===== src/rtl/core/nst_pkg.sv =====
// NAT session state tracker: shared types and constants.
// Holds command, protocol, flag, history and register codes; no dependencies.
`timescale 1ns / 1ps
`default_nettype none

package nst_pkg;

  typedef enum logic [1:0] {
    CMD_INIT    = 2'd0,
    CMD_PACKET  = 2'd1,
    CMD_TIMEOUT = 2'd2,
    CMD_CLOSE   = 2'd3
  } cmd_e;

  localparam logic [1:0] PROTO_TCP   = 2'd0;
  localparam logic [1:0] PROTO_UDP   = 2'd1;
  localparam logic [1:0] PROTO_OTHER = 2'd2;

  // one-hot session states
  typedef enum logic [6:0] {
    ST_CLOSED = 7'b0000001,
    ST_INIT   = 7'b0000010,
    ST_ESTD   = 7'b0000100,
    ST_TRANS  = 7'b0001000,
    ST_FFIN   = 7'b0010000,
    ST_BFIN   = 7'b0100000,
    ST_BOTH   = 7'b1000000
  } sess_state_e;

  localparam logic [2:0] CODE_CLOSED = 3'd0;
  localparam logic [2:0] CODE_INIT   = 3'd1;
  localparam logic [2:0] CODE_ESTD   = 3'd2;
  localparam logic [2:0] CODE_TRANS  = 3'd3;
  localparam logic [2:0] CODE_FFIN   = 3'd4;
  localparam logic [2:0] CODE_BFIN   = 3'd5;
  localparam logic [2:0] CODE_BOTH   = 3'd6;

  typedef enum logic [2:0] {
    EV_NONE = 3'd0,
    EV_SYN  = 3'd1,
    EV_RST  = 3'd2,
    EV_ACK  = 3'd3,
    EV_FIN  = 3'd4
  } tcp_ev_e;

  localparam int unsigned FL_FIN = 0;
  localparam int unsigned FL_SYN = 1;
  localparam int unsigned FL_RST = 2;
  localparam int unsigned FL_ACK = 4;

  localparam int unsigned HB_ESTD = 0;
  localparam int unsigned HB_FFIN = 1;
  localparam int unsigned HB_BFIN = 2;
  localparam int unsigned HB_FRST = 3;
  localparam int unsigned HB_BRST = 4;
  localparam int unsigned HB_FACK = 5;
  localparam int unsigned HB_BACK = 6;

  localparam int unsigned TIME_W = 17;
  localparam int unsigned RTT_W  = 32;
  localparam int unsigned HIST_W = 7;
  localparam int unsigned CFG_IDX_W = 3;

  typedef logic [TIME_W-1:0] time_t;

  localparam logic [CFG_IDX_W-1:0] REG_TCP_OPEN  = 3'd0;
  localparam logic [CFG_IDX_W-1:0] REG_TCP_ESTD  = 3'd1;
  localparam logic [CFG_IDX_W-1:0] REG_TCP_CLOSE = 3'd2;
  localparam logic [CFG_IDX_W-1:0] REG_UDP_OPEN  = 3'd3;
  localparam logic [CFG_IDX_W-1:0] REG_UDP_ESTD  = 3'd4;
  localparam logic [CFG_IDX_W-1:0] REG_OTH_OPEN  = 3'd5;
  localparam logic [CFG_IDX_W-1:0] REG_OTH_ESTD  = 3'd6;

  localparam time_t RST_TCP_OPEN  = 17'd240;
  localparam time_t RST_TCP_ESTD  = 17'd7440;
  localparam time_t RST_TCP_CLOSE = 17'd240;
  localparam time_t RST_UDP_OPEN  = 17'd30;
  localparam time_t RST_UDP_ESTD  = 17'd300;
  localparam time_t RST_OTH_OPEN  = 17'd30;
  localparam time_t RST_OTH_ESTD  = 17'd240;

  function automatic logic [2:0] state_code(sess_state_e s);
    logic [2:0] c;
    case (s)
      ST_CLOSED: c = CODE_CLOSED;
      ST_INIT:   c = CODE_INIT;
      ST_ESTD:   c = CODE_ESTD;
      ST_TRANS:  c = CODE_TRANS;
      ST_FFIN:   c = CODE_FFIN;
      ST_BFIN:   c = CODE_BFIN;
      ST_BOTH:   c = CODE_BOTH;
      default:   c = CODE_CLOSED;
    endcase
    return c;
  endfunction

endpackage

`default_nettype wire


===== src/rtl/core/nat_session_state_tracker_core.sv =====
// NAT session state tracker core: one session, TCP seven-state and non-TCP machines.
// Items pass the input register, then the result register; a result stall holds them between.
// Throughput: one item per cycle unless the result side stalls.
// Reset: asynchronous active low; state closed, protocol other, history and RTTs zero,
// expiry registers at their defaults. Depends on nst_pkg.
`timescale 1ns / 1ps
`default_nettype none

module nat_session_state_tracker_core (
  input  wire logic         clk_i,
  input  wire logic         rst_ni,
  // input items
  input  wire logic         in_valid_i,
  output logic              in_stall_o,
  input  wire logic [1:0]   cmd_i,
  input  wire logic [1:0]   protocol_i,
  input  wire logic         direction_i,
  input  wire logic [7:0]   tcp_flags_i,
  input  wire logic [63:0]  now_usecs_i,
  input  wire logic [63:0]  start_usecs_i,
  input  wire logic [16:0]  port_override_time_i,
  // result items
  output logic              out_valid_o,
  input  wire logic         out_stall_i,
  output logic [2:0]        session_state_o,
  output logic              is_closed_o,
  output logic [6:0]        history_o,
  output logic [31:0]       external_rtt_o,
  output logic [31:0]       internal_rtt_o,
  output logic [16:0]       expiry_time_o,
  // configuration writes
  input  wire logic         cfg_valid_i,
  output logic              cfg_ready_o,
  input  wire logic [2:0]   cfg_index_i,
  input  wire logic [16:0]  cfg_data_i
);

  // config registers
  nst_pkg::time_t tcp_open_q, tcp_estd_q, tcp_close_q;
  nst_pkg::time_t udp_open_q, udp_estd_q, oth_open_q, oth_estd_q;

  assign cfg_ready_o = 1'b1;

  always_ff @(posedge clk_i or negedge rst_ni) begin
    if (!rst_ni) begin
      tcp_open_q  <= nst_pkg::RST_TCP_OPEN;
      tcp_estd_q  <= nst_pkg::RST_TCP_ESTD;
      tcp_close_q <= nst_pkg::RST_TCP_CLOSE;
      udp_open_q  <= nst_pkg::RST_UDP_OPEN;
      udp_estd_q  <= nst_pkg::RST_UDP_ESTD;
      oth_open_q  <= nst_pkg::RST_OTH_OPEN;
      oth_estd_q  <= nst_pkg::RST_OTH_ESTD;
    end else if (cfg_valid_i && cfg_ready_o) begin
      case (cfg_index_i)
        nst_pkg::REG_TCP_OPEN:  tcp_open_q  <= cfg_data_i;
        nst_pkg::REG_TCP_ESTD:  tcp_estd_q  <= cfg_data_i;
        nst_pkg::REG_TCP_CLOSE: tcp_close_q <= cfg_data_i;
        nst_pkg::REG_UDP_OPEN:  udp_open_q  <= cfg_data_i;
        nst_pkg::REG_UDP_ESTD:  udp_estd_q  <= cfg_data_i;
        nst_pkg::REG_OTH_OPEN:  oth_open_q  <= cfg_data_i;
        nst_pkg::REG_OTH_ESTD:  oth_estd_q  <= cfg_data_i;
        default: ;
      endcase
    end
  end

  // input register
  logic                 in_vld_q;
  nst_pkg::cmd_e        cmd_q;
  logic [1:0]           proto_in_q;
  logic                 dir_q;
  logic [7:0]           flags_q;
  logic [31:0]          diff_q;
  nst_pkg::time_t       over_q;

  logic out_free;
  logic process;
  logic in_take;

  assign out_free   = !out_valid_o || !out_stall_i;
  assign process    = in_vld_q && out_free;
  assign in_stall_o = in_vld_q && !out_free;
  assign in_take    = in_valid_i && !in_stall_o;

  always_ff @(posedge clk_i or negedge rst_ni) begin
    if (!rst_ni) begin
      in_vld_q <= 1'b0;
    end else if (in_take) begin
      in_vld_q <= 1'b1;
    end else if (process) begin
      in_vld_q <= 1'b0;
    end
  end

  always_ff @(posedge clk_i) begin
    if (in_take) begin
      cmd_q      <= nst_pkg::cmd_e'(cmd_i);
      proto_in_q <= protocol_i;
      dir_q      <= direction_i;
      flags_q    <= tcp_flags_i;
      diff_q     <= now_usecs_i[31:0] - start_usecs_i[31:0];
      over_q     <= port_override_time_i;
    end
  end

  // session state
  nst_pkg::sess_state_e state_q, state_d, tcp_nx;
  logic [1:0]           proto_q, proto_d;
  logic [6:0]           hist_q, hist_d;
  logic [31:0]          ext_q, ext_d, int_q, int_d;
  nst_pkg::tcp_ev_e     ev;

  always_comb begin
    if (flags_q[nst_pkg::FL_RST]) begin
      ev = nst_pkg::EV_RST;
    end else if (flags_q[nst_pkg::FL_SYN]) begin
      ev = nst_pkg::EV_SYN;
    end else if (flags_q[nst_pkg::FL_FIN]) begin
      ev = nst_pkg::EV_FIN;
    end else if (flags_q[nst_pkg::FL_ACK]) begin
      ev = nst_pkg::EV_ACK;
    end else begin
      ev = nst_pkg::EV_NONE;
    end
  end

  always_comb begin
    tcp_nx = state_q;
    case (state_q)
      nst_pkg::ST_CLOSED: begin
        if (!dir_q && ev == nst_pkg::EV_SYN) tcp_nx = nst_pkg::ST_INIT;
      end
      nst_pkg::ST_INIT: begin
        if (dir_q && ev == nst_pkg::EV_SYN) tcp_nx = nst_pkg::ST_ESTD;
      end
      nst_pkg::ST_ESTD: begin
        if (ev == nst_pkg::EV_RST) begin
          tcp_nx = nst_pkg::ST_TRANS;
        end else if (ev == nst_pkg::EV_FIN) begin
          tcp_nx = dir_q ? nst_pkg::ST_BFIN : nst_pkg::ST_FFIN;
        end
      end
      nst_pkg::ST_TRANS: begin
        if (!dir_q && ev == nst_pkg::EV_ACK) tcp_nx = nst_pkg::ST_ESTD;
      end
      nst_pkg::ST_FFIN: begin
        if (dir_q && ev == nst_pkg::EV_FIN) tcp_nx = nst_pkg::ST_BOTH;
      end
      nst_pkg::ST_BFIN: begin
        if (!dir_q && ev == nst_pkg::EV_FIN) tcp_nx = nst_pkg::ST_BOTH;
      end
      default: ;
    endcase
  end

  always_comb begin
    state_d = state_q;
    proto_d = proto_q;
    hist_d  = hist_q;
    ext_d   = ext_q;
    int_d   = int_q;
    case (cmd_q)
      nst_pkg::CMD_INIT: begin
        proto_d = proto_in_q;
        state_d = nst_pkg::ST_CLOSED;
        hist_d  = '0;
        ext_d   = '0;
        int_d   = '0;
      end
      nst_pkg::CMD_PACKET: begin
        if (proto_q != nst_pkg::PROTO_TCP) begin
          if (state_q == nst_pkg::ST_CLOSED && !dir_q) begin
            state_d = nst_pkg::ST_INIT;
          end else if (state_q == nst_pkg::ST_INIT && dir_q) begin
            state_d = nst_pkg::ST_ESTD;
          end
        end else begin
          case (ev)
            nst_pkg::EV_RST: begin
              if (dir_q) hist_d[nst_pkg::HB_BRST] = 1'b1;
              else       hist_d[nst_pkg::HB_FRST] = 1'b1;
            end
            nst_pkg::EV_SYN: begin
              if (dir_q && flags_q[nst_pkg::FL_ACK]) ext_d = diff_q;
            end
            nst_pkg::EV_FIN: begin
              if (dir_q) hist_d[nst_pkg::HB_BFIN] = 1'b1;
              else       hist_d[nst_pkg::HB_FFIN] = 1'b1;
            end
            nst_pkg::EV_ACK: begin
              if (dir_q) begin
                hist_d[nst_pkg::HB_BACK] = 1'b1;
              end else if (!hist_q[nst_pkg::HB_FACK]) begin
                hist_d[nst_pkg::HB_FACK] = 1'b1;
                int_d = diff_q - ext_q;
              end
            end
            default: ;
          endcase
          state_d = tcp_nx;
          // ESTD is only entered from another state
          if (tcp_nx == nst_pkg::ST_ESTD && state_q != nst_pkg::ST_ESTD) begin
            hist_d[nst_pkg::HB_ESTD] = 1'b1;
          end
        end
      end
      nst_pkg::CMD_TIMEOUT: begin
        if (proto_q == nst_pkg::PROTO_TCP) begin
          if (state_q == nst_pkg::ST_ESTD) state_d = nst_pkg::ST_TRANS;
          else                             state_d = nst_pkg::ST_CLOSED;
        end else if (state_q == nst_pkg::ST_INIT || state_q == nst_pkg::ST_ESTD) begin
          state_d = nst_pkg::ST_CLOSED;
        end
      end
      nst_pkg::CMD_CLOSE: begin
        state_d = nst_pkg::ST_CLOSED;
      end
      default: ;
    endcase
  end

  // expiry of the resulting state
  nst_pkg::time_t expiry_d;
  logic           is_estd, is_init;

  assign is_estd = (state_d == nst_pkg::ST_ESTD);
  assign is_init = (state_d == nst_pkg::ST_INIT);

  always_comb begin
    if (state_d == nst_pkg::ST_CLOSED) begin
      expiry_d = '0;
    end else if (proto_d == nst_pkg::PROTO_TCP) begin
      if (is_estd)      expiry_d = (over_q != '0) ? over_q : tcp_estd_q;
      else if (is_init) expiry_d = tcp_open_q;
      else              expiry_d = tcp_close_q;
    end else if (proto_d == nst_pkg::PROTO_UDP) begin
      expiry_d = is_estd ? ((over_q != '0) ? over_q : udp_estd_q) : udp_open_q;
    end else begin
      expiry_d = is_estd ? oth_estd_q : oth_open_q;
    end
  end

  always_ff @(posedge clk_i or negedge rst_ni) begin
    if (!rst_ni) begin
      state_q     <= nst_pkg::ST_CLOSED;
      proto_q     <= nst_pkg::PROTO_OTHER;
      hist_q      <= '0;
      ext_q       <= '0;
      int_q       <= '0;
      out_valid_o <= 1'b0;
    end else begin
      if (process) begin
        state_q <= state_d;
        proto_q <= proto_d;
        hist_q  <= hist_d;
        ext_q   <= ext_d;
        int_q   <= int_d;
      end
      if (process) begin
        out_valid_o <= 1'b1;
      end else if (!out_stall_i) begin
        out_valid_o <= 1'b0;
      end
    end
  end

  // result register
  always_ff @(posedge clk_i) begin
    if (process) begin
      session_state_o <= nst_pkg::state_code(state_d);
      is_closed_o     <= (state_d == nst_pkg::ST_CLOSED);
      history_o       <= hist_d;
      external_rtt_o  <= ext_d;
      internal_rtt_o  <= int_d;
      expiry_time_o   <= expiry_d;
    end
  end

  // checks
  a_state_onehot: assert property (@(posedge clk_i) disable iff (!rst_ni)
    $onehot(state_q))
    else $error("session state register not one-hot");

  a_closed_no_expiry: assert property (@(posedge clk_i) disable iff (!rst_ni)
    out_valid_o && is_closed_o |-> expiry_time_o == '0)
    else $error("closed session reports nonzero expiry");

  a_process_gives_result: assert property (@(posedge clk_i) disable iff (!rst_ni)
    process |=> out_valid_o)
    else $error("processed item produced no result");

  a_init_clears: assert property (@(posedge clk_i) disable iff (!rst_ni)
    process && cmd_q == nst_pkg::CMD_INIT |=> hist_q == '0 && ext_q == '0 && int_q == '0)
    else $error("init did not clear history and round-trip times");

endmodule

`default_nettype wire


===== config.mk =====
export PLATFORM = sky130hd
export DESIGN_NAME = nat_session_state_tracker_core
export DESIGN_NICKNAME = d
export VERILOG_FILES = /design/src/rtl/core/nst_pkg.sv /design/src/rtl/core/nat_session_state_tracker_core.sv
export SDC_FILE = /design/constraint.sdc
export NUM_CORES = 1
export LEC_CHECK = 0
export BUFFER_PORTS_ARGS = -buffer_cell sky130_fd_sc_hd__buf_2
export CAP_MARGIN = 20
export CORE_MARGIN = 2
export CORE_UTILIZATION = 30
export DETAILED_ROUTE_END_ITERATION = 8
export PLACE_DENSITY = 0.55
export SYNTH_ARGS = -nofsm -noshare
export SYNTH_HDL_FRONTEND = slang
export SYNTH_SLANG_ARGS = --single-unit

===== constraint.sdc =====
create_clock -name clk_i -period 4.41 [get_ports clk_i]
set_clock_uncertainty 0.2 [all_clocks]
set_input_delay 0.882 -clock clk_i [delete_from_list [all_inputs] [get_ports clk_i]]
set_output_delay 0.882 -clock clk_i [all_outputs]
set_load 0.005 [all_outputs]

==> results of run 1 <==
[state kept, by name (all words and copies together) (netlist names), 32 cells and up]
register	flops
diff_q	32
internal_rtt_o	32
ext_q	32
int_q	32
external_rtt_o	32
[worst max path at each step]
stage / from / end / slack [ns] / cells after the start
2_1_floorplan: now_usecs_i[0] / diff_q[24]$_DFFE_PP_ / 0.50 / 12
3_3_place_gp: state_q[1]$_DFFE_PN0P_ / expiry_time_o[5]$_SDFFCE_PP0P_ / 0.17 / 9
3_5_place_dp: flags_q[2]$_DFFE_PP_ / expiry_time_o[10]$_SDFFCE_PP0P_ / 0.17 / 10
4_1_cts: flags_q[2]$_DFFE_PP_ / expiry_time_o[10]$_SDFFCE_PP0P_ / 0.15 / 10
5_1_grt: flags_q[2]$_DFFE_PP_ / expiry_time_o[5]$_SDFFCE_PP0P_ / 0.02 / 10
6_report: state_q[1]$_DFFE_PN0P_ / expiry_time_o[10]$_SDFFCE_PP0P_ / 0.15 / 9
[placed cells by master (no fill, tap or decap), types with 13 or more instances in the layout]
cell type,Yosys,routed
sky130_fd_sc_hd__o21a_1,14,14
sky130_fd_sc_hd__a32o_1,23,23
sky130_fd_sc_hd__nand2_1,252,252
sky130_fd_sc_hd__nand3_1,26,26
sky130_fd_sc_hd__a21oi_1,83,82
sky130_fd_sc_hd__a211o_1,21,21
sky130_fd_sc_hd__inv_1,85,84
sky130_fd_sc_hd__a21o_1,29,29
sky130_fd_sc_hd__dfstp_2,31,31
sky130_fd_sc_hd__dfrtp_1,170,170
sky130_fd_sc_hd__o211ai_1,14,14
sky130_fd_sc_hd__xnor2_1,35,35
sky130_fd_sc_hd__buf_4,8,41
sky130_fd_sc_hd__mux2i_1,52,52
sky130_fd_sc_hd__mux2_2,125,125
sky130_fd_sc_hd__o21ai_0,132,132
sky130_fd_sc_hd__nor2_1,69,68
sky130_fd_sc_hd__buf_2,5,207
sky130_fd_sc_hd__clkbuf_16,0,41
sky130_fd_sc_hd__nor3_1,23,21
sky130_fd_sc_hd__and3_1,14,13
sky130_fd_sc_hd__edfxtp_1,150,150
sky130_fd_sc_hd__ha_1,65,64
sky130_fd_sc_hd__xor2_1,21,21
sky130_fd_sc_hd__a22o_1,25,25
[worst register-to-register path: cells and delay by family, from the launching register on]
kind	cells	cell delay (ns)
buffers and inverters	1	0.24
AOI/OAI and AO/OA	5	1.48
and+or+nand+nor	3	1.48
DFF	1	0.58
[power by group]
part | switching, mW | total, mW | internal (mW)
clock network | 1.40 | 3.48 | 2.08
logic | 1.15 | 2.07 | 0.923
registers | 0.260 | 4.23 | 3.97
[routing by layer]
| metal | routed length [µm] | vias up | part of all wire |
|---|---|---|---|
| met1 | 22700 | 6707 | 0.45 |
| met4 | 1200 | 0 | 0.024 |
| li1 | - | 6639 | - |
| met3 | 1980 | 73 | 0.040 |
| met2 | 24200 | 323 | 0.48 |
| met5 | 0 | - | 0 |
[through the flow]
stage | worst slack, ns | hold slack, ns | util | power (mW) | instance area, µm²
2_1_floorplan | 0.496 | 0.246 | - | 5.64 | 18500
3_3_place_gp | 0.166 | 0.261 | 0.336 | 6.30 | 20600
3_5_place_dp | 0.169 | 0.264 | 0.336 | 6.37 | 20600
4_1_cts | 0.148 | 0.264 | 0.359 | 9.91 | 22000
5_1_grt | 0.0156 | 0.137 | 0.359 | 10.3 | 22100
6_report | 0.153 | 0.124 | 0.359 | 9.78 | 22100
[final cells by class]
cell class              count  share of cell area
clock buffers              53              0.0504
inverters                  85              0.0147
clock inverters            22              0.0113
flip-flops and latches    351               0.434
multi-input cells        1185               0.376
repair buffers            257              0.0689
well taps                 790              0.0448
[cells by family (layout without fill, tap and decap cells)]
group	Yosys count	in the layout	share of synthesized area
flops	351	351	0.517
buf+inv	169	417	0.0390
mux	177	177	0.104
compound gates	420	420	0.152
fa+ha+maj	67	67	0.0461
simple gates	464	464	0.114
other cells	1	1	0.000203
xor+xnor	56	56	0.0265
[what timing repair did]
item | CTS | global route
endpoints found under the setup margin | 0 | 1
resized for setup | 0 | 1
hold endpoints to repair | 0 | 0
==> out/results.md, run 1 <==
## Worst setup path
• reg2reg — critical path class
• 47 — highest net fanout along the worst path
• simple AND/OR/NAND/NOR gates — cell family with the largest share of critical-path delay
• 4.35 ns — Arr. time, crit path
• flip-flop — Worst setup EP type
• sky130_fd_sc_hd__or4_2 — critical path's slowest cell
• 9 — depth of the most critical reg-to-reg path
• 1 — number of buffer and inverter stages on the critical path
• or4b_2 -> o22ai_1 -> a21oi_1 -> a311oi_1 -> nor2_1 -> or4_2 -> buf_12 -> a211o_1 -> a32o_1 — Critical Path, Cell by Cell
• 4.50 ns — data required time at the worst endpoint
• flip-flop — crit start category
• 0.15 ns — worst reg2reg setup slack
• state_q[1]$_DFFE_PN0P_ — Worst R2R Start
• 0.73 ns — longest individual stage delay on the worst path
• expiry_time_o[10]$_SDFFCE_PP0P_ — destination of the worst register-to-register timing path

## Drt
• 5.01 — vias per std cell
• 937 — number of DRC violations after detailed-routing iteration 0
• 5 — Initial DRT Pass Iterations
• 50000 µm — wire length after detailed routing
• 13742 — total via count after detailed routing
• 0 — count of unresolved DRC violations after routing
• 18.2 µm — final routed wire length divided by cell count
• 0 — post-detailed-route count of antenna-violating nets

## Timing
• 0 ns — Sum Neg Setup Slack
• 0.958 ns — Worst-Margin Slew
• 0.965 — Tcrit/Tclk final
• 0 — final count of negative-setup-slack endpoints
• 0 — final-report max-slew violation count
• 0.235 GHz — Fmax achieved
• 4.26 ns — time the final worst path needs with I/O delays and setup
• no — unrepaired setup endpoints after global routing
• 0.360 — remaining max-slew budget at the tightest pin
• 0 — final-report hold violation count

## Synth
• 84 — count of cell types in the netlist
• 1705 — Post-Syn Instances
• sky130_fd_sc_hd__dfrtp_1 — most frequently used flop master after synthesis
• 10.9 µm² — synthesized area per cell
• 18500 µm² — total standard cell area after synthesis
• 351 — synthesis-stage register bit count
• 252 x sky130_fd_sc_hd__nand2_1, 170 x sky130_fd_sc_hd__dfrtp_1, 150 x sky130_fd_sc_hd__edfxtp_1 — commonest cells in the synthesized netlist
• sky130_fd_sc_hd__edfxtp_1 — dominant cell type by area after synthesis
• 0.243 — top cell type's share of synthesized area
• 0 — number of synthesis warnings
• 150 — count of flip-flops with a built-in enable after synthesis
• 0.573 — async set-reset flop share out of synthesis
• 1955 — net count after synthesis
• sky130_fd_sc_hd__nand2_1 — dominant cell by count in the synthesized netlist
• sky130_fd_sc_hd__edfxtp_1 24%, sky130_fd_sc_hd__dfrtp_1 23%, sky130_fd_sc_hd__mux2_2 7.6%, sky130_fd_sc_hd__nand2_1 5.1%, sky130_fd_sc_hd__dfstp_2 4.4% — biggest area contributors in the synthesized netlist
• 0.517 — sequential fraction of the synthesis area

## Placed design
• 2666 — # placed instances
• 0.856 — final estimated routing congestion in global placement
• 34300 µm — HPWL Detailed
• 208 — number of buffer cells added on primary ports

## Global routing
• 13689 — vias in the first global route
• 0.261 — met2 global-route usage
• 129 — pin count of the biggest net entering global routing
• 0.202 — met1 GRT Util
• 0 — antenna violations before repair
• met2 — GRT busiest layer
• 0 — overall overflow remaining after global route
• 0.153 — all-layer global routing usage
• 77000 µm — wire length of the first global-routing pass
• 0.0217 — met3 Resource Use GR

## Cells and area
• 19.2% — area grow syn2layout
• 2743 — final non-filler cell total
• 9570 µm² — Reg area
• 2171 — final net count
• 0.257 — layout cells sized above 1
• 6100 — filler cell count
• 8290 µm² — area of the multi-input gates
• 0 — number of diodes added for antenna fixing

## Die
• 278 — I/O pin count
• 252 µm — width of the die
• 91 — Row Count
• 252 µm — vertical extent of the die
• 61400 µm² — Core Area
• 63700 µm² — area of the die
• 0.301 — effective utilization at floorplan

## Power
• 443 nW/µm² — Pwr Density
• 9.52 nW — Leak Pwr
• 0.238 mV — worst ir drop on vdd

## Hold path
• in2async — class of the worst hold path

## Clock tree
• done — CTS tree
• 0.56 ns — clock latency on the worst-skew pair
• 0 — CTS hold repair buffers
• 41 — number of buffers added by the clock tree synthesis step
• sky130_fd_sc_hd__clkbuf_16 — root buffer selected by CTS
• 0.06 ns — CTS clock-pin slew for the worst setup and hold paths
• 3 — Clock Tree Buf Depth
• 351 — number of sinks driven by the clock tree
• 2 — H-Tree Level Count
• 0 — postcts setup bufs

## Outcome
• complete, no violations — status

## Flow run
• 0 — Maximum Capacitance Violations

Note: power is estimated with default switching activity, not from simulation.
==> inputs of run 2 (changes only) <==
- ABC_AREA: not set -> 1
==> out/results.md, run 2 <==
## Outcome
• complete, no violations — status

## Drt
• 1462 — number of DRC violations after detailed-routing iteration 0
• 0 — count of unresolved DRC violations after routing
• 16517 — total via count after detailed routing
• 4.88 — vias per std cell
• 56100 µm — wire length after detailed routing
• 0 — post-detailed-route count of antenna-violating nets
• 16.6 µm — final routed wire length divided by cell count
• 6 — Initial DRT Pass Iterations

## Power
• 10.2 nW — Leak Pwr
• 0.218 mV — worst ir drop on vdd
• 432 nW/µm² — Pwr Density

## Synth
• 19200 µm² — total standard cell area after synthesis
• sky130_fd_sc_hd__edfxtp_1 23%, sky130_fd_sc_hd__dfrtp_1 22%, sky130_fd_sc_hd__nand2_1 12%, sky130_fd_sc_hd__o21ai_0 7.4%, sky130_fd_sc_hd__inv_1 5.5% — biggest area contributors in the synthesized netlist
• sky130_fd_sc_hd__dfrtp_1 — most frequently used flop master after synthesis
• 622 x sky130_fd_sc_hd__nand2_1, 285 x sky130_fd_sc_hd__o21ai_0, 279 x sky130_fd_sc_hd__inv_1 — commonest cells in the synthesized netlist
• sky130_fd_sc_hd__edfxtp_1 — dominant cell type by area after synthesis
• 51 — count of cell types in the netlist
• 351 — synthesis-stage register bit count
• 0.499 — sequential fraction of the synthesis area
• 0 — number of synthesis warnings
• 2561 — net count after synthesis
• sky130_fd_sc_hd__nand2_1 — dominant cell by count in the synthesized netlist
• 150 — count of flip-flops with a built-in enable after synthesis
• 2311 — Post-Syn Instances
• 0.235 — top cell type's share of synthesized area
• 0.573 — async set-reset flop share out of synthesis
• 8.31 µm² — synthesized area per cell

## Clock tree
• 3 — Clock Tree Buf Depth
• done — CTS tree
• 2 — H-Tree Level Count
• 0 — CTS hold repair buffers
• 351 — number of sinks driven by the clock tree
• 0.06 ns — CTS clock-pin slew for the worst setup and hold paths
• sky130_fd_sc_hd__clkbuf_16 — root buffer selected by CTS
• 40 — number of buffers added by the clock tree synthesis step
• 0.55 ns — clock latency on the worst-skew pair
• 0 — count of instances resized after the clock tree is built
• 0 — postcts setup bufs

## Timing
• 0 — final-report hold violation count
• 0.791 ns — worst-case setup margin in the final layout
• 1.09 ns — Worst-Margin Slew
• 3.62 ns — time the final worst path needs with I/O delays and setup
• 0.276 GHz — Fmax achieved
• no — unrepaired setup endpoints after global routing
• 0.821 — Tcrit/Tclk final
• 0 — final count of negative-setup-slack endpoints
• 0 — final-report max-slew violation count
• 0.272 — remaining max-slew budget at the tightest pin
• 0 ns — Sum Neg Setup Slack

## Placed design
• 0.788 ns — post-placement setup slack
• 39200 µm — HPWL Detailed
• 0.871 — final estimated routing congestion in global placement
• 208 — number of buffer cells added on primary ports
• 21300 µm² — post-detailed-placement cell area

## Die
• 92 — Row Count
• 257 µm — vertical extent of the die
• 0.304 — effective utilization at floorplan
• 66000 µm² — area of the die
• 63200 µm² — Core Area
• 257 µm — width of the die
• 278 — I/O pin count

## Cells and area
• 0 — number of diodes added for antenna fixing
• sky130_fd_sc_hd__nand2_1 — most frequent standard cell in the layout excluding fill and tap cells
• 622 x sky130_fd_sc_hd__nand2_1, 285 x sky130_fd_sc_hd__o21ai_0, 278 x sky130_fd_sc_hd__inv_1, 207 x sky130_fd_sc_hd__buf_2, 170 x sky130_fd_sc_hd__dfrtp_1 — top library cells by usage in the layout, fill and taps aside
• 0.148 — layout cells sized above 1
• 2758 — final net count
• 22500 µm² — post-route design area
• 17.4% — area grow syn2layout
• 6525 — filler cell count

## Global routing
• 15645 — vias in the first global route
• 0.166 — all-layer global routing usage
• 0 — overall overflow remaining after global route
• 0.240 — met1 GRT Util
• 0.261 — met2 global-route usage
• 123 — pin count of the biggest net entering global routing
• met2 — GRT busiest layer
• 0 — antenna violations before repair
• 0.0240 — met3 Resource Use GR
• 88300 µm — wire length of the first global-routing pass

## Worst setup path
• reg2reg — critical path class
• flip-flop — Worst setup EP type
• 52 — highest net fanout along the worst path
• flip-flop — crit start category
• 4.56 ns — data required time at the worst endpoint
• 3.77 ns — Arr. time, crit path

## Hold path
• in2async — class of the worst hold path

## Flow run
• 0 — Maximum Capacitance Violations

## run 2: layout make-up
| class | count | area, µm² | area share |
|---|---|---|---|
| clock buffers | 56 | 1120 | 0.0499 |
| clock inverters | 16 | 109 | 0.00483 |
| inverters | 294 | 1100 | 0.0490 |
| multi-input cells | 1584 | 8190 | 0.363 |
| flip-flops and latches | 351 | 9570 | 0.425 |
| well taps | 846 | 1060 | 0.0470 |
| repair buffers | 237 | 1390 | 0.0615 |
## run 2: worst max-delay path: stages, from the launching register on
cell and delay, ns:
sky130_fd_sc_hd__edfxtp_1 0.41, sky130_fd_sc_hd__ha_2 0.21, sky130_fd_sc_hd__inv_1 0.48, sky130_fd_sc_hd__nor2_2 0.19, sky130_fd_sc_hd__nand2_1 0.12, sky130_fd_sc_hd__o21a_1 0.22
sky130_fd_sc_hd__nand3_2 0.16, sky130_fd_sc_hd__nor2_4 0.19, sky130_fd_sc_hd__buf_4 0.58, sky130_fd_sc_hd__nand3_1 0.15, sky130_fd_sc_hd__nand3_1 0.12, sky130_fd_sc_hd__nand3_1 0.09
sky130_fd_sc_hd__a21oi_1 0.26
## run 2: final timing paths
kind	startpoint	to	slack (ns)	cells after the start
worst max-delay path	cmd_q[0]$_DFFE_PP_	expiry_time_o[14]$_SDFFCE_PP0P_	0.79	12
worst min-delay path	rst_ni	ext_q[9]$_DFFE_PN0P_	0.17	1
worst max register to register	cmd_q[0]$_DFFE_PP_	expiry_time_o[14]$_SDFFCE_PP0P_	0.79	12
worst min register to register	oth_estd_q[8]$_DFFE_PN0P_	oth_estd_q[8]$_DFFE_PN0P_	0.28	2
max in group asynchronous	rst_ni	state_q[0]$_DFFE_PN1P_	2.85	2
min in group clk_i	oth_estd_q[8]$_DFFE_PN0P_	oth_estd_q[8]$_DFFE_PN0P_	0.28	2
## run 2: kinds of logic (layout without fill, tap and decap cells)
| logic type | count (synthesis) | in the layout | synth area share |
|---|---|---|---|
| AOI/OAI and AO/OA | 504 | 504 | 0.142 |
| xor gates and xnor gates | 44 | 44 | 0.0201 |
| adders and majority gates | 67 | 67 | 0.0444 |
| buffers and inverters | 376 | 603 | 0.0764 |
| DFF | 351 | 351 | 0.499 |
| other | 1 | 1 | 0.000195 |
| and+or+nand+nor | 968 | 968 | 0.218 |
## run 2: layer usage
layer / part of all wire / vias up / routed length (µm)
li1: - / 8074 / -
met1: 0.48 / 7931 / 26800
met4: 0.017 / 0 / 943
met5: 0 / - / 0
met3: 0.054 / 57 / 3020
met2: 0.45 / 455 / 25300
## run 2: metrics by stage
| step | std cells | hold WS, ns | total power [mW] | util |
|---|---|---|---|---|
| after floorplan | 2311 | 0.234 | 5.76 | - |
| after global placement | 3308 | 0.257 | 6.59 | 0.336 |
| after detailed placement | 3310 | 0.267 | 6.63 | 0.336 |
| after CTS | 3382 | 0.191 | 9.86 | 0.356 |
| after global routing | 3384 | 0.218 | 10.3 | 0.357 |
| final | 3384 | 0.170 | 9.74 | 0.357 |
## run 2: where the power goes
part / switching [mW] / internal (mW) / total, mW
sequential: 0.279 / 4.00 / 4.28
clock: 1.33 / 1.84 / 3.16
combinational: 1.52 / 0.779 / 2.30
total: 3.13 / 6.62 / 9.74
==> inputs of run 3 (changes only) <==
- PLACE_DENSITY: 0.55 -> 0.53
- clock period: 4.41 -> 3.7 ns (I/O delays scaled with it)
==> out/results.md, run 3 (synthesis gave the netlist of run 2 again) <==
## Timing
• 3.30 ns — time the final worst path needs with I/O delays and setup
• 0 — final-report hold violation count
• 0.893 — Tcrit/Tclk final
• no — unrepaired setup endpoints after global routing
• 0.510 — remaining max-slew budget at the tightest pin
• 0 — final count of negative-setup-slack endpoints
• 0.735 ns — Worst-Margin Slew
• 0 — final-report max-slew violation count
• 0.303 GHz — Fmax achieved
• 0 ns — Sum Neg Setup Slack

## Placed design
• 38700 µm — HPWL Detailed
• 208 — number of buffer cells added on primary ports
• 3316 — # placed instances
• 0.850 — final estimated routing congestion in global placement

## Worst setup path
• nor2_1 -> nand2_1 -> nor2_1 -> nand3_1 -> nand3_1 -> nand2_1 -> o21a_1 -> nand3_2 -> nor2_4 -> buf_4 -> nand3_1 -> nand3_1 -> nand2_1 -> a21oi_1 — Critical Path, Cell by Cell
• simple AND/OR/NAND/NOR gates — cell family with the largest share of critical-path delay
• flip-flop — crit start category
• 0.40 ns — worst reg2reg setup slack
• 3.84 ns — data required time at the worst endpoint
• reg2reg — critical path class
• state_q[0]$_DFFE_PN1P_ — Worst R2R Start
• 0.61 ns — longest individual stage delay on the worst path
• 14 — depth of the most critical reg-to-reg path
• 52 — highest net fanout along the worst path
• 3.44 ns — Arr. time, crit path
• 14 — Crit. path cell count
• 1 — number of buffer and inverter stages on the critical path
• expiry_time_o[6]$_SDFFCE_PP0P_ — destination of the worst register-to-register timing path
• sky130_fd_sc_hd__dfstp_2 — critical path's slowest cell
• sky130_fd_sc_hd__nand3_1 — cell repeated most along the worst path
• flip-flop — Worst setup EP type

## Hold path
• in2async — class of the worst hold path

## Drt
• 4.88 — vias per std cell
• 16544 — total via count after detailed routing
• 55600 µm — wire length after detailed routing
• 0 — post-detailed-route count of antenna-violating nets
• 0 — count of unresolved DRC violations after routing
• 16.4 µm — final routed wire length divided by cell count
• 1363 — number of DRC violations after detailed-routing iteration 0
• 6 — Initial DRT Pass Iterations

## Cells and area
• 18.1% — area grow syn2layout
• sky130_fd_sc_hd__nand2_1 — most frequent standard cell in the layout excluding fill and tap cells
• 0 — number of diodes added for antenna fixing
• 622 x sky130_fd_sc_hd__nand2_1, 285 x sky130_fd_sc_hd__o21ai_0, 278 x sky130_fd_sc_hd__inv_1, 207 x sky130_fd_sc_hd__buf_2, 170 x sky130_fd_sc_hd__dfrtp_1 — top library cells by usage in the layout, fill and taps aside
• 3392 — final non-filler cell total
• 2763 — final net count
• 0.152 — layout cells sized above 1
• 6565 — filler cell count

## Power
• 0.314 — switching part of the total
• 3.78 mW — net load switching power
• 0.297 mV — worst ir drop on vdd
• 8.24 mW — cell internal pwr
• 530 nW/µm² — Pwr Density
• 12.0 mW — total power of the final layout
• 0.229 — combinational power share
• 0.423 — fraction of power consumed by sequential logic
• 0.348 — portion of total power attributed to the clock network
• 10.3 nW — Leak Pwr

## Outcome
• complete, no violations — status

## Global routing
• 128 — pin count of the biggest net entering global routing
• 0.166 — all-layer global routing usage
• 87900 µm — wire length of the first global-routing pass
• 0 — antenna violations before repair
• 0 — overall overflow remaining after global route
• 15739 — vias in the first global route

## Clock tree
• 351 — number of sinks driven by the clock tree
• 0 — count of instances resized after the clock tree is built
• sky130_fd_sc_hd__clkbuf_16 — root buffer selected by CTS
• 0 — CTS hold repair buffers
• 3 — Clock Tree Buf Depth
• 0.57 ns — clock latency on the worst-skew pair
• 41 — number of buffers added by the clock tree synthesis step
• 2 — H-Tree Level Count
• 0.06 ns — CTS clock-pin slew for the worst setup and hold paths
• 0 — postcts setup bufs
• done — CTS tree

## Die
• 257 µm — width of the die
• 63200 µm² — Core Area
• 92 — Row Count
• 257 µm — vertical extent of the die
• 66000 µm² — area of the die
• 278 — I/O pin count
• 0.304 — effective utilization at floorplan

## Flow run
• 0 — Maximum Capacitance Violations

## run 3: changes by cell type in the layout (fill, tap and decap cells not counted), moves of 2 or more
cell | previous run | this run
sky130_fd_sc_hd__buf_12 | 4 | 6
sky130_fd_sc_hd__buf_16 | 3 | 0
sky130_fd_sc_hd__buf_4 | 21 | 27
sky130_fd_sc_hd__bufinv_16 | 1 | 5
sky130_fd_sc_hd__clkbuf_1 | 12 | 10
sky130_fd_sc_hd__inv_6 | 0 | 2
## run 3: worst max-delay path by stage
| stage | slack [ns] | end | startpoint |
|---|---|---|---|
| floorplan | 0.14 | expiry_time_o[0]$_SDFFCE_PP0P_ | out_stall_i |
| global placement | 0.43 | expiry_time_o[7]$_SDFFCE_PP0P_ | dir_q$_DFFE_PP_ |
| detailed placement | 0.38 | int_q[30]$_DFFE_PN0P_ | diff_q[0]$_DFFE_PP_ |
| CTS | 0.36 | int_q[30]$_DFFE_PN0P_ | diff_q[0]$_DFFE_PP_ |
| global route | 0.15 | expiry_time_o[11]$_SDFFCE_PP0P_ | flags_q[2]$_DFFE_PP_ |
| finish | 0.40 | expiry_time_o[6]$_SDFFCE_PP0P_ | state_q[0]$_DFFE_PN1P_ |
## run 3: power by group through the flow
stage | clock network, mW | logic [mW] | registers, mW
global placement | 0 | 2.73 | 5.14
floorplan | 0 | 1.80 | 5.07
finish | 4.19 | 2.75 | 5.09
global route | 4.48 | 3.12 | 5.15
CTS | 4.33 | 2.77 | 5.08
detailed placement | 0 | 2.76 | 5.15
## run 3: metrics by stage
step	hold WS, ns	area, µm²	util	worst slack [ns]
after floorplan	0.234	19200	-	0.140
after detailed placement	0.266	21300	0.337	0.381
after global routing	0.0685	22700	0.359	0.147
final	0.0335	22700	0.359	0.396
after CTS	0.0302	22700	0.359	0.365
after global placement	0.259	21300	0.337	0.427
## run 3: layer usage
| layer | up-vias | share of wire | global-route usage |
|---|---|---|---|
| met5 | - | 0 | 0 |
| met2 | 442 | 0.44 | 0.259 |
| li1 | 8098 | - | - |
| met3 | 80 | 0.051 | 0.0225 |
| met1 | 7924 | 0.48 | 0.240 |
| met4 | 0 | 0.025 | 0.0470 |
## run 3: final cells by class
class                      count  area (µm²)  share of cell area
sequential                   351        9570               0.422
multi-input combinational   1584        8180               0.361
timing repair buffer         241        1370              0.0605
clock buffer                  56        1150              0.0509
inverter                     294        1100              0.0487
tap                          846        1060              0.0467
clock inverter                20         236              0.0104
